### src/rtl/core/ddpi_pkg.sv
// Types, constants and microcode program of the wheel PI controller.
package ddpi_pkg;

  localparam int TURN_W = 17;
  localparam int VEL_W  = 18;
  localparam int MEAS_W = 25;
  localparam int TGT_W  = 27;
  localparam int ERR_W  = 28;
  localparam int INC_W  = 37;
  localparam int PROP_W = 45;
  localparam int MULB_W = 17;
  localparam int PC_W   = 4;

  localparam logic [PC_W-1:0] LOOP_STEP = 4'd2;

  localparam logic [2:0] REG_SPEED_PER_TICK = 3'd0;
  localparam logic [2:0] REG_HALF_TRACK     = 3'd1;
  localparam logic [2:0] REG_INV_RADIUS     = 3'd2;
  localparam logic [2:0] REG_CTRL_PERIOD    = 3'd3;
  localparam logic [2:0] REG_PROP_GAIN      = 3'd4;
  localparam logic [2:0] REG_INTEG_GAIN     = 3'd5;
  localparam logic [2:0] REG_OUTPUT_LIMIT   = 3'd6;

  localparam logic [15:0] RST_SPEED_PER_TICK = 16'd11438;
  localparam logic [15:0] RST_HALF_TRACK     = 16'd7537;
  localparam logic [15:0] RST_INV_RADIUS     = 16'd7273;
  localparam logic [15:0] RST_CTRL_PERIOD    = 16'd6554;
  localparam logic [15:0] RST_PROP_GAIN      = 16'd256;
  localparam logic [15:0] RST_INTEG_GAIN     = 16'd768;
  localparam logic [14:0] RST_OUTPUT_LIMIT   = 15'd32767;

  typedef struct packed {
    logic signed [15:0] left_ticks;
    logic signed [15:0] right_ticks;
    logic signed [15:0] linear_speed;
    logic signed [15:0] turn_rate;
  } item_t;

  typedef struct packed {
    logic signed [15:0] pwm_left;
    logic signed [15:0] pwm_right;
  } result_t;

  typedef struct packed {
    logic [2:0]  index;
    logic [15:0] data;
  } cfg_wr_t;

  typedef struct packed {
    logic [15:0] speed_per_tick;
    logic [15:0] half_track;
    logic [15:0] inverse_wheel_radius;
    logic [15:0] control_period;
    logic [15:0] proportional_gain;
    logic [15:0] integral_gain;
    logic [14:0] output_limit;
  } cfg_regs_t;

  typedef enum logic [2:0] {
    MUL_NONE, MUL_TURN, MUL_MEAS, MUL_TGT, MUL_INC, MUL_PROP, MUL_INTG
  } mul_sel_t;

  typedef enum logic [3:0] {
    ALU_NOP, ALU_TURN, ALU_VEL, ALU_MEAS, ALU_ERR, ALU_INTEG, ALU_ACC_LD,
    ALU_ACC_ADD, ALU_PWM
  } alu_op_t;

  typedef enum logic [1:0] {
    SEQ_NEXT, SEQ_LOOP, SEQ_END
  } seq_op_t;

  typedef struct packed {
    mul_sel_t        mul_sel;
    alu_op_t         alu_op;
    seq_op_t         seq_op;
    logic [PC_W-1:0] jmp;
  } uword_t;

  typedef struct packed {
    logic     en;
    logic     emit;
    logic     wheel;
    mul_sel_t mul_sel;
    alu_op_t  alu_op;
  } ctrl_t;

  function automatic uword_t mk_uw(mul_sel_t m, alu_op_t a, seq_op_t s,
                                   logic [PC_W-1:0] j);
    uword_t w;
    w.mul_sel = m;
    w.alu_op  = a;
    w.seq_op  = s;
    w.jmp     = j;
    return w;
  endfunction

  // Each step issues at most one multiply; a product is used by the step after the one that issued it.
  function automatic uword_t ucode(logic [PC_W-1:0] step);
    uword_t w;
    case (step)
      4'd0:    w = mk_uw(MUL_TURN, ALU_NOP,     SEQ_NEXT, '0);
      4'd1:    w = mk_uw(MUL_NONE, ALU_TURN,    SEQ_NEXT, '0);
      4'd2:    w = mk_uw(MUL_MEAS, ALU_VEL,     SEQ_NEXT, '0);
      4'd3:    w = mk_uw(MUL_TGT,  ALU_MEAS,    SEQ_NEXT, '0);
      4'd4:    w = mk_uw(MUL_NONE, ALU_ERR,     SEQ_NEXT, '0);
      4'd5:    w = mk_uw(MUL_INC,  ALU_NOP,     SEQ_NEXT, '0);
      4'd6:    w = mk_uw(MUL_PROP, ALU_INTEG,   SEQ_NEXT, '0);
      4'd7:    w = mk_uw(MUL_INTG, ALU_ACC_LD,  SEQ_NEXT, '0);
      4'd8:    w = mk_uw(MUL_NONE, ALU_ACC_ADD, SEQ_NEXT, '0);
      4'd9:    w = mk_uw(MUL_NONE, ALU_PWM,     SEQ_LOOP, LOOP_STEP);
      default: w = mk_uw(MUL_NONE, ALU_NOP,     SEQ_END,  '0);
    endcase
    return w;
  endfunction

endpackage

### src/rtl/core/ddpi_chan_if.sv
// Valid/ready channel interface carrying one payload item.
interface ddpi_chan_if #(parameter type payload_t = logic);
  logic     valid;
  logic     ready;
  payload_t payload;

  modport source(output valid, output payload, input ready);
  modport sink(input valid, input payload, output ready);
endinterface

### src/rtl/core/ddpi_cfg.sv
// Configuration register file of the wheel PI controller.
module ddpi_cfg
  import ddpi_pkg::*;
(
  input  logic      clk,
  input  logic      rst,
  input  logic      wr_valid,
  input  cfg_wr_t   wr,
  output cfg_regs_t regs
);

  always_ff @(posedge clk) begin
    if (rst) begin
      regs.speed_per_tick       <= RST_SPEED_PER_TICK;
      regs.half_track           <= RST_HALF_TRACK;
      regs.inverse_wheel_radius <= RST_INV_RADIUS;
      regs.control_period       <= RST_CTRL_PERIOD;
      regs.proportional_gain    <= RST_PROP_GAIN;
      regs.integral_gain        <= RST_INTEG_GAIN;
      regs.output_limit         <= RST_OUTPUT_LIMIT;
    end else if (wr_valid) begin
      unique case (wr.index)
        REG_SPEED_PER_TICK: regs.speed_per_tick       <= wr.data;
        REG_HALF_TRACK:     regs.half_track           <= wr.data;
        REG_INV_RADIUS:     regs.inverse_wheel_radius <= wr.data;
        REG_CTRL_PERIOD:    regs.control_period       <= wr.data;
        REG_PROP_GAIN:      regs.proportional_gain    <= wr.data;
        REG_INTEG_GAIN:     regs.integral_gain        <= wr.data;
        REG_OUTPUT_LIMIT:   regs.output_limit         <= wr.data[14:0];
        default: begin
          // drop writes to unknown indexes
        end
      endcase
    end
  end

endmodule

### src/rtl/core/ddpi_seq.sv
// Microcode sequencer: step counter, wheel loop, item and result handshakes.
module ddpi_seq
  import ddpi_pkg::*;
(
  input  logic  clk,
  input  logic  rst,
  input  logic  in_valid,
  output logic  in_ready,
  output logic  load,
  input  logic  out_ready,
  output logic  out_valid,
  output ctrl_t ctrl
);

  logic            busy;
  logic            wheel;
  logic [PC_W-1:0] pc;
  uword_t          uw;
  logic            last;
  logic            out_free;

  always_comb begin
    uw           = ucode(pc);
    last         = (uw.seq_op == SEQ_END) || ((uw.seq_op == SEQ_LOOP) && wheel);
    out_free     = !out_valid || out_ready;
    in_ready     = !busy;
    load         = in_valid && !busy;
    // hold the final step while the previous result is still waiting
    ctrl.en      = busy && !(last && !out_free);
    ctrl.emit    = busy && last && out_free;
    ctrl.wheel   = wheel;
    ctrl.mul_sel = uw.mul_sel;
    ctrl.alu_op  = uw.alu_op;
  end

  always_ff @(posedge clk) begin
    if (rst) begin
      busy  <= 1'b0;
      wheel <= 1'b0;
      pc    <= '0;
    end else if (load) begin
      busy  <= 1'b1;
      wheel <= 1'b0;
      pc    <= '0;
    end else if (ctrl.en) begin
      unique case (uw.seq_op)
        SEQ_NEXT: pc <= pc + 1'b1;
        SEQ_LOOP: begin
          if (!wheel) begin
            pc    <= uw.jmp;
            wheel <= 1'b1;
          end else begin
            busy <= 1'b0;
          end
        end
        SEQ_END:  busy <= 1'b0;
        default:  busy <= 1'b0;
      endcase
    end
  end

  always_ff @(posedge clk) begin
    if (rst) begin
      out_valid <= 1'b0;
    end else if (ctrl.emit) begin
      out_valid <= 1'b1;
    end else if (out_ready) begin
      out_valid <= 1'b0;
    end
  end

endmodule

### src/rtl/core/ddpi_dp.sv
// Datapath: one shared multiplier, working registers, integrators and output.
module ddpi_dp
  import ddpi_pkg::*;
#(
  parameter int INTEGRATOR_WIDTH = 32
) (
  input  logic      clk,
  input  logic      rst,
  input  ctrl_t     ctrl,
  input  logic      load,
  input  item_t     item_in,
  input  cfg_regs_t regs,
  output result_t   res
);

  localparam int IW  = INTEGRATOR_WIDTH;
  localparam int AW  = (IW > ERR_W) ? IW : ERR_W;
  localparam int PW  = AW + MULB_W;
  localparam int SW  = ((IW > INC_W) ? IW : INC_W) + 1;
  localparam int AIW = IW + 9;
  localparam int ACW = ((AIW > PROP_W) ? AIW : PROP_W) + 1;
  localparam int QW  = ACW - 16;

  item_t                     item_q;
  logic signed [TURN_W-1:0]  turn;
  logic signed [VEL_W-1:0]   vel;
  logic signed [MEAS_W-1:0]  meas;
  logic signed [ERR_W-1:0]   err;
  logic signed [IW-1:0]      integ_l;
  logic signed [IW-1:0]      integ_r;
  logic signed [PW-1:0]      prod;
  logic signed [ACW-1:0]     acc;
  logic signed [15:0]        pwm_l;

  logic signed [AW-1:0]      mul_a;
  logic signed [MULB_W-1:0]  mul_b;
  logic signed [PW-1:0]      p8;
  logic signed [PW-1:0]      p16;
  logic signed [TGT_W-1:0]   tgt;
  logic signed [INC_W-1:0]   inc;
  logic signed [AIW-1:0]     iterm;
  logic signed [IW-1:0]      integ_cur;
  logic signed [SW-1:0]      isum;
  logic signed [SW-1:0]      sat_hi;
  logic signed [SW-1:0]      sat_lo;
  logic signed [IW-1:0]      integ_new;
  logic signed [ACW-1:0]     rnd;
  logic signed [ACW-1:0]     quo;
  logic signed [QW-1:0]      qn;
  logic signed [QW-1:0]      lim;
  logic signed [QW-1:0]      clamped;
  logic signed [15:0]        pwm;

  always_comb begin
    unique case (ctrl.mul_sel)
      MUL_TURN: begin
        mul_a = AW'(item_q.turn_rate);
        mul_b = {1'b0, regs.half_track};
      end
      MUL_MEAS: begin
        mul_a = ctrl.wheel ? AW'(item_q.right_ticks) : AW'(item_q.left_ticks);
        mul_b = {1'b0, regs.speed_per_tick};
      end
      MUL_TGT: begin
        mul_a = AW'(vel);
        mul_b = {1'b0, regs.inverse_wheel_radius};
      end
      MUL_INC: begin
        mul_a = AW'(err);
        mul_b = {1'b0, regs.control_period};
      end
      MUL_PROP: begin
        mul_a = AW'(err);
        mul_b = {1'b0, regs.proportional_gain};
      end
      MUL_INTG: begin
        mul_a = ctrl.wheel ? AW'(integ_r) : AW'(integ_l);
        mul_b = {1'b0, regs.integral_gain};
      end
      default: begin
        mul_a = '0;
        mul_b = '0;
      end
    endcase
  end

  always_comb begin
    p8        = prod >>> 8;
    p16       = prod >>> 16;
    tgt       = p8[TGT_W-1:0];
    inc       = p8[INC_W-1:0];
    iterm     = p8[AIW-1:0];

    // saturating integrator update
    integ_cur = ctrl.wheel ? integ_r : integ_l;
    isum      = SW'(integ_cur) + SW'(inc);
    sat_hi    = '0;
    sat_hi[IW-2:0] = '1;
    sat_lo    = ~sat_hi;
    if (isum > sat_hi) begin
      integ_new = sat_hi[IW-1:0];
    end else if (isum < sat_lo) begin
      integ_new = sat_lo[IW-1:0];
    end else begin
      integ_new = isum[IW-1:0];
    end

    // truncate toward zero, then clamp to the limit
    rnd     = acc + $signed({{(ACW-16){1'b0}}, {16{acc[ACW-1]}}});
    quo     = rnd >>> 16;
    qn      = quo[QW-1:0];
    lim     = QW'({1'b0, regs.output_limit});
    if (qn > lim) begin
      clamped = lim;
    end else if (qn < -lim) begin
      clamped = -lim;
    end else begin
      clamped = qn;
    end
    pwm     = clamped[15:0];
  end

  always_ff @(posedge clk) begin
    if (load) begin
      item_q <= item_in;
    end
    if (ctrl.en) begin
      prod <= mul_a * mul_b;
      unique case (ctrl.alu_op)
        ALU_NOP:     ;
        ALU_TURN:    turn <= p16[TURN_W-1:0];
        ALU_VEL: begin
          if (ctrl.wheel) begin
            vel <= VEL_W'(item_q.linear_speed) + VEL_W'(turn);
          end else begin
            vel <= VEL_W'(item_q.linear_speed) - VEL_W'(turn);
          end
        end
        ALU_MEAS:    meas <= p8[MEAS_W-1:0];
        ALU_ERR:     err <= ERR_W'(tgt) - ERR_W'(meas);
        ALU_INTEG:   ;
        ALU_ACC_LD:  acc <= ACW'($signed(prod[PROP_W-1:0]));
        ALU_ACC_ADD: acc <= acc + ACW'(iterm);
        ALU_PWM: begin
          if (!ctrl.wheel) begin
            pwm_l <= pwm;
          end
          if (ctrl.emit) begin
            res.pwm_left  <= pwm_l;
            res.pwm_right <= pwm;
          end
        end
        default:     ;
      endcase
    end
  end

  always_ff @(posedge clk) begin
    if (rst) begin
      integ_l <= '0;
      integ_r <= '0;
    end else if (ctrl.en && (ctrl.alu_op == ALU_INTEG)) begin
      if (ctrl.wheel) begin
        integ_r <= integ_new;
      end else begin
        integ_l <= integ_new;
      end
    end
  end

endmodule

### src/rtl/core/diff_drive_wheel_pi_controller.sv
// Differential-drive wheel PI speed controller, top level.
// Each accepted item runs the 18-step microcode program
//   (two shared steps, then eight steps per wheel on one shared multiplier);
// no new item is accepted until its final step has registered the result.
// A waiting result does not block acceptance; only the final step stalls on it.
// Reset loads the register defaults, clears both integrators and idles.
module diff_drive_wheel_pi_controller
  import ddpi_pkg::*;
#(
  parameter int INTEGRATOR_WIDTH = 32
) (
  input logic         clk,
  input logic         rst,
  ddpi_chan_if.sink   item,
  ddpi_chan_if.source result,
  ddpi_chan_if.sink   cfg
);

  cfg_regs_t regs;
  ctrl_t     ctrl;
  logic      load;
  logic      in_ready;
  logic      out_valid;
  result_t   res;

  assign cfg.ready      = 1'b1;
  assign item.ready     = in_ready;
  assign result.valid   = out_valid;
  assign result.payload = res;

  ddpi_cfg u_cfg (
    .clk      (clk),
    .rst      (rst),
    .wr_valid (cfg.valid),
    .wr       (cfg.payload),
    .regs     (regs)
  );

  ddpi_seq u_seq (
    .clk       (clk),
    .rst       (rst),
    .in_valid  (item.valid),
    .in_ready  (in_ready),
    .load      (load),
    .out_ready (result.ready),
    .out_valid (out_valid),
    .ctrl      (ctrl)
  );

  ddpi_dp #(
    .INTEGRATOR_WIDTH (INTEGRATOR_WIDTH)
  ) u_dp (
    .clk     (clk),
    .rst     (rst),
    .ctrl    (ctrl),
    .load    (load),
    .item_in (item.payload),
    .regs    (regs),
    .res     (res)
  );

endmodule

### src/flat_wrapper.sv
// flat-port wrapper written by rule: the top's interface ports become plain ports
module diff_drive_wheel_pi_controller_flat import ddpi_pkg::*;
#(
  parameter int INTEGRATOR_WIDTH = 32
)
  (clk, rst, item_valid, item_payload, item_ready, result_valid, result_payload, result_ready, cfg_valid, cfg_payload, cfg_ready);
  ddpi_chan_if #(.payload_t(item_t)) item_i ();
  ddpi_chan_if #(.payload_t(result_t)) result_i ();
  ddpi_chan_if #(.payload_t(cfg_wr_t)) cfg_i ();
  input logic clk;
  input logic rst;
  input wire logic [$bits(item_i.valid)-1:0] item_valid;
  input wire logic [$bits(item_i.payload)-1:0] item_payload;
  output wire logic [$bits(item_i.ready)-1:0] item_ready;
  output wire logic [$bits(result_i.valid)-1:0] result_valid;
  output wire logic [$bits(result_i.payload)-1:0] result_payload;
  input wire logic [$bits(result_i.ready)-1:0] result_ready;
  input wire logic [$bits(cfg_i.valid)-1:0] cfg_valid;
  input wire logic [$bits(cfg_i.payload)-1:0] cfg_payload;
  output wire logic [$bits(cfg_i.ready)-1:0] cfg_ready;
  assign item_i.valid = item_valid;
  assign item_i.payload = item_payload;
  assign item_ready = item_i.ready;
  assign result_valid = result_i.valid;
  assign result_payload = result_i.payload;
  assign result_i.ready = result_ready;
  assign cfg_i.valid = cfg_valid;
  assign cfg_i.payload = cfg_payload;
  assign cfg_ready = cfg_i.ready;
  diff_drive_wheel_pi_controller #(.INTEGRATOR_WIDTH(INTEGRATOR_WIDTH)) u_core (.clk(clk), .rst(rst), .item(item_i), .result(result_i), .cfg(cfg_i));
endmodule
### config.mk
export PLATFORM = sky130hd
export DESIGN_NAME = diff_drive_wheel_pi_controller_flat
export DESIGN_NICKNAME = d
export VERILOG_FILES = /design/src/rtl/core/ddpi_pkg.sv /design/src/rtl/core/ddpi_chan_if.sv /design/src/rtl/core/ddpi_cfg.sv /design/src/rtl/core/ddpi_seq.sv /design/src/rtl/core/ddpi_dp.sv /design/src/rtl/core/diff_drive_wheel_pi_controller.sv /design/src/flat_wrapper.sv
export SDC_FILE = /design/constraint.sdc
export NUM_CORES = 2
export LEC_CHECK = 0
export ABC_AREA = 1
export BUFFER_PORTS_ARGS = -buffer_cell sky130_fd_sc_hd__buf_2
export CORE_MARGIN = 5
export CORE_UTILIZATION = 40
export DETAILED_ROUTE_END_ITERATION = 16
export HOLD_SLACK_MARGIN = 0.02
export PLACE_DENSITY = 0.65
export SYNTH_ARGS = -nofsm -noshare
export SYNTH_HDL_FRONTEND = slang
export SYNTH_HIERARCHICAL = 1
export SYNTH_SLANG_ARGS = --single-unit
### constraint.sdc
create_clock -name clk -period 8.17 [get_ports clk]
set_clock_uncertainty 0.05 [all_clocks]
set_input_delay 1.634 -clock clk [delete_from_list [all_inputs] [get_ports clk]]
set_output_delay 1.634 -clock clk [all_outputs]
set_load 0.01 [all_outputs]
Word-level counts from Yosys, hierarchy flattened
Memory sizes are Yosys's and may differ from the RTL's. A register that Yosys moved wholly into a read port is not among the register bits.
Index checks and enable logic that the tools add are counted.
{"block": "op_classes", "add_sub_neg": 8, "mul": 1, "mux": 20, "magnitude_cmp": 4, "reduce_logical": 40, "n_eq_ne": 25, "n_bitwise": 1}
{"operator": "32-bit one-hot mux with 5 select lines", "count": 1}
{"operator": "32-bit 2-to-1 mux", "count": 4}
{"operator": "16-bit one-hot mux with 6 select lines", "count": 1}
{"operator": "46-bit one-hot mux with 2 select lines", "count": 1}
{"operator": "32-bit by 17-bit multiplier with 49-bit output", "count": 1}
{"operator": "46-bit by 17-bit adder with 46-bit output", "count": 1}
{"operator": "46-bit by 41-bit adder with 46-bit output", "count": 1}
{"operator": "32-bit by 37-bit adder with 38-bit output", "count": 1}
{"operator": "38-bit by 32-bit greater-than comparator with 1-bit output (second input constant)", "count": 1}
{"operator": "38-bit by 32-bit less-than comparator with 1-bit output (second input constant)", "count": 1}
{"operator": "16-bit 2-to-1 mux", "count": 2}
{"operator": "30-bit by 16-bit greater-than comparator with 1-bit output", "count": 1}
{"operator": "30-bit less-than comparator", "count": 1}
{"operator": "15-bit negation with 30-bit output", "count": 1}
{"operator": "2-bit AND reduction", "count": 15}
{"operator": "27-bit by 25-bit subtractor with 28-bit output", "count": 1}
{"operator": "16-bit by 17-bit adder with 18-bit output", "count": 1}
{"operator": "3-bit equality test (second input constant)", "count": 6}
{"operator": "18-bit 2-to-1 mux", "count": 1}
{"operator": "16-bit by 17-bit subtractor with 18-bit output", "count": 1}
{"operator": "4-bit by 3-bit equality test with 1-bit output (second input constant)", "count": 4}
{"operator": "3-bit by 2-bit equality test with 1-bit output (second input constant)", "count": 4}
{"operator": "4-bit 2-to-1 mux", "count": 3}
{"operator": "3-bit AND reduction", "count": 4}
{"operator": "21 further kinds", "count": 41}
{"block": "totals", "ff_bits": 477, "mem_bits_ro": 160, "wordCells": 126, "out_inout_bits": 35, "n_memories": 1, "input_bits": 88}
{"memory": "(name not given)", "depth": 16, "word_bits": 10, "read_ports": 1, "rd_ports_with_merged_regs": 1, "wr": 0, "line_no": "ddpi_pkg.sv:100", "text": "case (step)"}

Depth between registers and ports, before layout
{"block": "logic_depth", "ltp_word": 9, "depth_mapped": 38, "depth_no_buf": 36}

By module
The synthesis kept the hierarchy.
{"mod": "ddpi_dp", "seq_area_each_um2": 10139.7, "instances": 1, "cells_each": 5760, "area_each_um2": 44131.1}
{"mod": "ddpi_cfg", "seq_area_each_um2": 2222.1, "instances": 1, "cells_each": 585, "area_each_um2": 4221.5}
{"mod": "ddpi_seq", "seq_area_each_um2": 300.3, "instances": 1, "cells_each": 108, "area_each_um2": 843.3}
{"mod": "diff_drive_wheel_pi_controller", "seq_area_each_um2": 0.0, "instances": 1, "cells_each": 2, "area_each_um2": 11.3}

Least setup slack after synthesis
Ideal clock, no wire load.
{"block": "synth_timing", "path_type": "reg-to-reg", "from": "register, netlist name u_core/u_seq/uw[12]", "to": "register u_core.u_dp.prod[48], data pin", "period_less_slack_ns": 7.026, "arrival_ns": 6.716, "setup_ns": 0.260, "required_time_ns": 7.860, "path_slack_ns": 1.144, "stages_incl_launch_ff": 28, "cell_sequence": "dfxtp_1 buf_4 buf_2 nor3_1 buf_2 nand2_1 and3_1 clkbuf_1 inv_2 buf_2 nand2_1 fa_1 inv_1 fa_1 fa_1 fa_1 fa_1 inv_1 fa_1 inv_1 ha_1 nand2_1 o21ai_0 inv_1 a31oi_1 nand2_1 nand2_1 xor2_1"}
{"block": "synth_via", "elab_chain_len": 4}
{"item": "3-bit equality test", "line_no": "ddpi_dp.sv:55", "text": "unique case (ctrl.mul_sel)"}
{"item": "2-bit OR reduction (no source line)"}
{"item": "32-bit one-hot mux with 5 select lines", "line_no": "ddpi_dp.sv:55"}
{"item": "32-bit by 17-bit multiplier with 49-bit output *", "line_no": "ddpi_dp.sv:128", "text": "prod <= mul_a * mul_b;"}
{"item": "end signal, assigned", "line_no": "ddpi_dp.sv:128"}
{"item": "end, declared", "line_no": "ddpi_dp.sv:31", "text": "logic signed [PW-1:0] prod;"}
Every way passes the cells marked *; elsewhere a longest branch is shown, timed or not.
A chain may end at the register's enable or synchronous reset.

Worst setup path in the final report
{"block": "layout_timing", "from": "register, netlist name u_core/u_seq/uw[10]", "to": "register u_core.u_dp.prod[41], data pin"}
{"block": "layout_via", "elab_chain_len": 4}
{"item": "3-bit equality test", "line_no": "ddpi_dp.sv:55"}
{"item": "2-bit OR reduction (no source line)"}
{"item": "32-bit one-hot mux with 5 select lines", "line_no": "ddpi_dp.sv:55"}
{"item": "32-bit by 17-bit multiplier with 49-bit output *", "line_no": "ddpi_dp.sv:128"}
Marked as above.

==> run_results.csv <==
group,metric,value,unit
clock_network,cts_root_buf,"clkbuf_16",
worst_hold_path,min_from,"u_core/u_dp/pwm_l[1]",
clock_network,h-tree-depth,2,
grt,grt_pass1_wl,242,mm
sta,slew_headroom,0.310,
synthesis,synth_seq_cells,485,
die,num_rows,128,
job,drv_cap,0,
routing,wl_per_cell,18.9,um
routing,ant_nets,0,
sta,slew_viol_final,0,
synthesis,async_flop_share,0,
synthesis,synth_cells,6455,
worst_setup_path,slowest_stage,"fa_1",
grt,first_global_vias,42200,
worst_setup_path,end_kind,"flop",
final_layout,nets,7473,
die,die_h,361,um
sta,finalSetupTns,0,ps
final_layout,area_growth_syn_to_layout,10.1,%
sta,worst_slew_pin_slew,1030,ps
sta,rsz0062_at_grt,"no",
synthesis,synth_cell_types,67,
clock_network,cts_max_path_buffers,3,
placement,io_buffers,121,
status,outcome,"completed",
grt,grt.overflow.total,0,
grt,track_usage,0.236,
synthesis,synth-edff-count,295,
clock_network,worstSkewPairLatency,670,ps
clock_network,clkTransAtPathRegs,60,ps
worst_setup_path,crit_start,"u_core/u_seq/uw[10]",
routing,dr_total_vias,42500,
clock_network,cts_tree,"built",
synthesis,synth_flop_cell,"edfxtp_1",
synthesis,mappedNetlistArea,0.0492,mm^2
final_layout,drive_gt1_frac,0.0742,
sta,period_minus_slack,7850,ps
die,die_x,361,um
routing,initialDrtViolationCount,3505,
clock_network,cts_buffers,58,
worst_hold_path,hold_class,"flop to flop",
routing,wirelength,156,mm
sta,min_period_over_period,0.961,
die,dieArea,0.130,mm^2
synthesis,yosysSeqAreaShare,0.257,
worst_setup_path,critPathMaxStageDelay,550,ps
final_layout,final_cell_mix,"nand2_1 (1648), inv_1 (1315), nor2_1 (620)",
die,start_util,0.403,
worst_setup_path,required,8480,ps
worst_setup_path,timing.rr.start,"u_core/u_seq/uw[10]",
synthesis,syn_nets,7345,
clock_network,hold_buffers,0,
sta,setup_viol,0,
worst_setup_path,critPathKind,"flop to flop",
grt,grt_max_degree,88,
worst_setup_path,worstPathMaxFanout,17,
die,ios,123,
synthesis,synth_area_per_cell,7.62,um^2
worst_setup_path,path_common_cell,"inv_1",
final_layout,n_fill_cell,12400,
routing,firstDrtPassIters,6,
sta,timing.fmax,127,MHz
synthesis,ys.warnings.count,6,
worst_setup_path,crit_arrival,8160,ps
routing,vias_per_cell,5.15,
clock_network,cts_sinks,485,
die,core,0.122,mm^2
routing,drc,0,
worst_setup_path,startpoint_type,"flop",
placement,dp_hpwl,125,mm
grt,antenna_found_initial,4,
final_layout,final_common_cell,"nand2_1",
placement,gp_congestion,0.976,
sta,hold_violations,0,
final cells by class:
cell class              count  area [um^2]  share of cell area
diodes                      1         2.50           0.0000462
repair buffers            257         1760              0.0324
multi-input cells        4445        30700               0.566
clock inverters            46          552              0.0102
well taps                1625         2030              0.0375
clock buffers              63         1490              0.0275
flip-flops and latches    485        12700               0.234
inverters                1336         5020              0.0926
synthesized netlist by cell type (all sizes together) (11+ instances only):
cell type | n | area [um^2]
nand2 | 1670 | 6340
inv | 1329 | 4990
nor2 | 646 | 2510
fa | 493 | 9870
nand3 | 343 | 1800
ha | 309 | 3870
edfxtp | 295 | 8860
a21oi | 271 | 1360
o21ai | 209 | 1060
dfxtp | 190 | 3800
buf | 127 | 723
xor2 | 101 | 885
nor3 | 65 | 388
xnor2 | 65 | 577
clkbuf | 62 | 233
a31oi | 42 | 263
nand4 | 41 | 272
or2 | 25 | 156
a22oi | 23 | 173
o21bai | 23 | 176
and3 | 19 | 119
a211oi | 17 | 140
a21o | 15 | 113
o21a | 14 | 105
nor4 | 11 | 68.8
kinds of logic (layout without fill, tap and decap cells):
logic type,after synthesis,in the layout,synth area share
other,1,2,0.0000762
DFF,485,485,0.257
and+or+nand+nor,2834,2834,0.239
buffers and inverters,1525,1702,0.121
muxes,1,1,0.000203
adders and majority gates,802,802,0.279
AOI/OAI and AO/OA,641,641,0.0733
xor gates and xnor gates,166,166,0.0297
routing by layer:
| layer | up-vias | global-route usage | routed length [um] |
|---|---|---|---|
| met3 | 269 | 0.0414 | 12900 |
| met4 | 0 | 0.0700 | 4780 |
| met5 | - | 0 | 0 |
| met1 | 20500 | 0.316 | 66000 |
| li1 | 20200 | - | - |
| met2 | 1548 | 0.392 | 72500 |
final timing paths:
| check | depth (start not counted) | slack [ps] | endpoint |
|---|---|---|---|
| worst max register to register | 32 | 320 | u_core/u_dp/prod[41] |
| worst max-delay path | 32 | 320 | u_core/u_dp/prod[41] |
| worst min-delay path | 0 | 350 | u_core/u_dp/res[17] |
| worst min register to register | 0 | 350 | u_core/u_dp/res[17] |
per-stage QoR:
stage | hold WS [ps] | utilization | instance area, um^2 | instances | setup slack [ps]
global route | 355 | 0.444 | 54200 | 8257 | 16.4
global placement | 352 | 0.427 | 52100 | 8146 | 134
CTS | 343 | 0.444 | 54100 | 8255 | 14.3
floorplan | 350 | - | 49200 | 6455 | 1140
finish | 351 | 0.444 | 54200 | 8258 | 321
detailed placement | 355 | 0.427 | 52100 | 8146 | 114
critical path: cells and delay by family, from the launching register on:
kind | cells | cell delay [ps]
flops | 1 | 410
compound gates | 6 | 1090
fa+ha+maj | 7 | 3400
xor+xnor | 1 | 180
simple gates | 7 | 1120
buf+inv | 11 | 1270
state kept, by name, summed over array words and instances (netlist names):
| name | flops |
|---|---|
| u_core/u_dp/integ_l | 32 |
| u_core/u_dp/vel | 18 |
| u_core/u_dp/item_q | 64 |
| u_core/u_dp/integ_r | 32 |
| u_core/u_dp/err | 28 |
| u_core/u_seq/uw | 8 |
| u_core/u_dp/meas | 25 |
| u_core/u_dp/prod | 49 |
| u_core/u_cfg/regs | 111 |
| u_core/u_dp/pwm_l | 16 |
| u_core/u_seq/wheel | 1 |
| u_core/u_seq/pc | 4 |
| u_core/u_seq/out_valid | 1 |
| u_core/u_seq/busy | 1 |
| u_core/u_dp/acc | 46 |
| u_core/u_dp/res | 32 |
| u_core/u_dp/turn | 17 |
what timing repair did:
item                       CTS  global route
gates resized for setup      0            13
buffers inserted             0             2
setup endpoints to repair    0            13
Power is not shown: default switching activity piles up to over one toggle a cycle in this logic, so the estimate is an artifact.
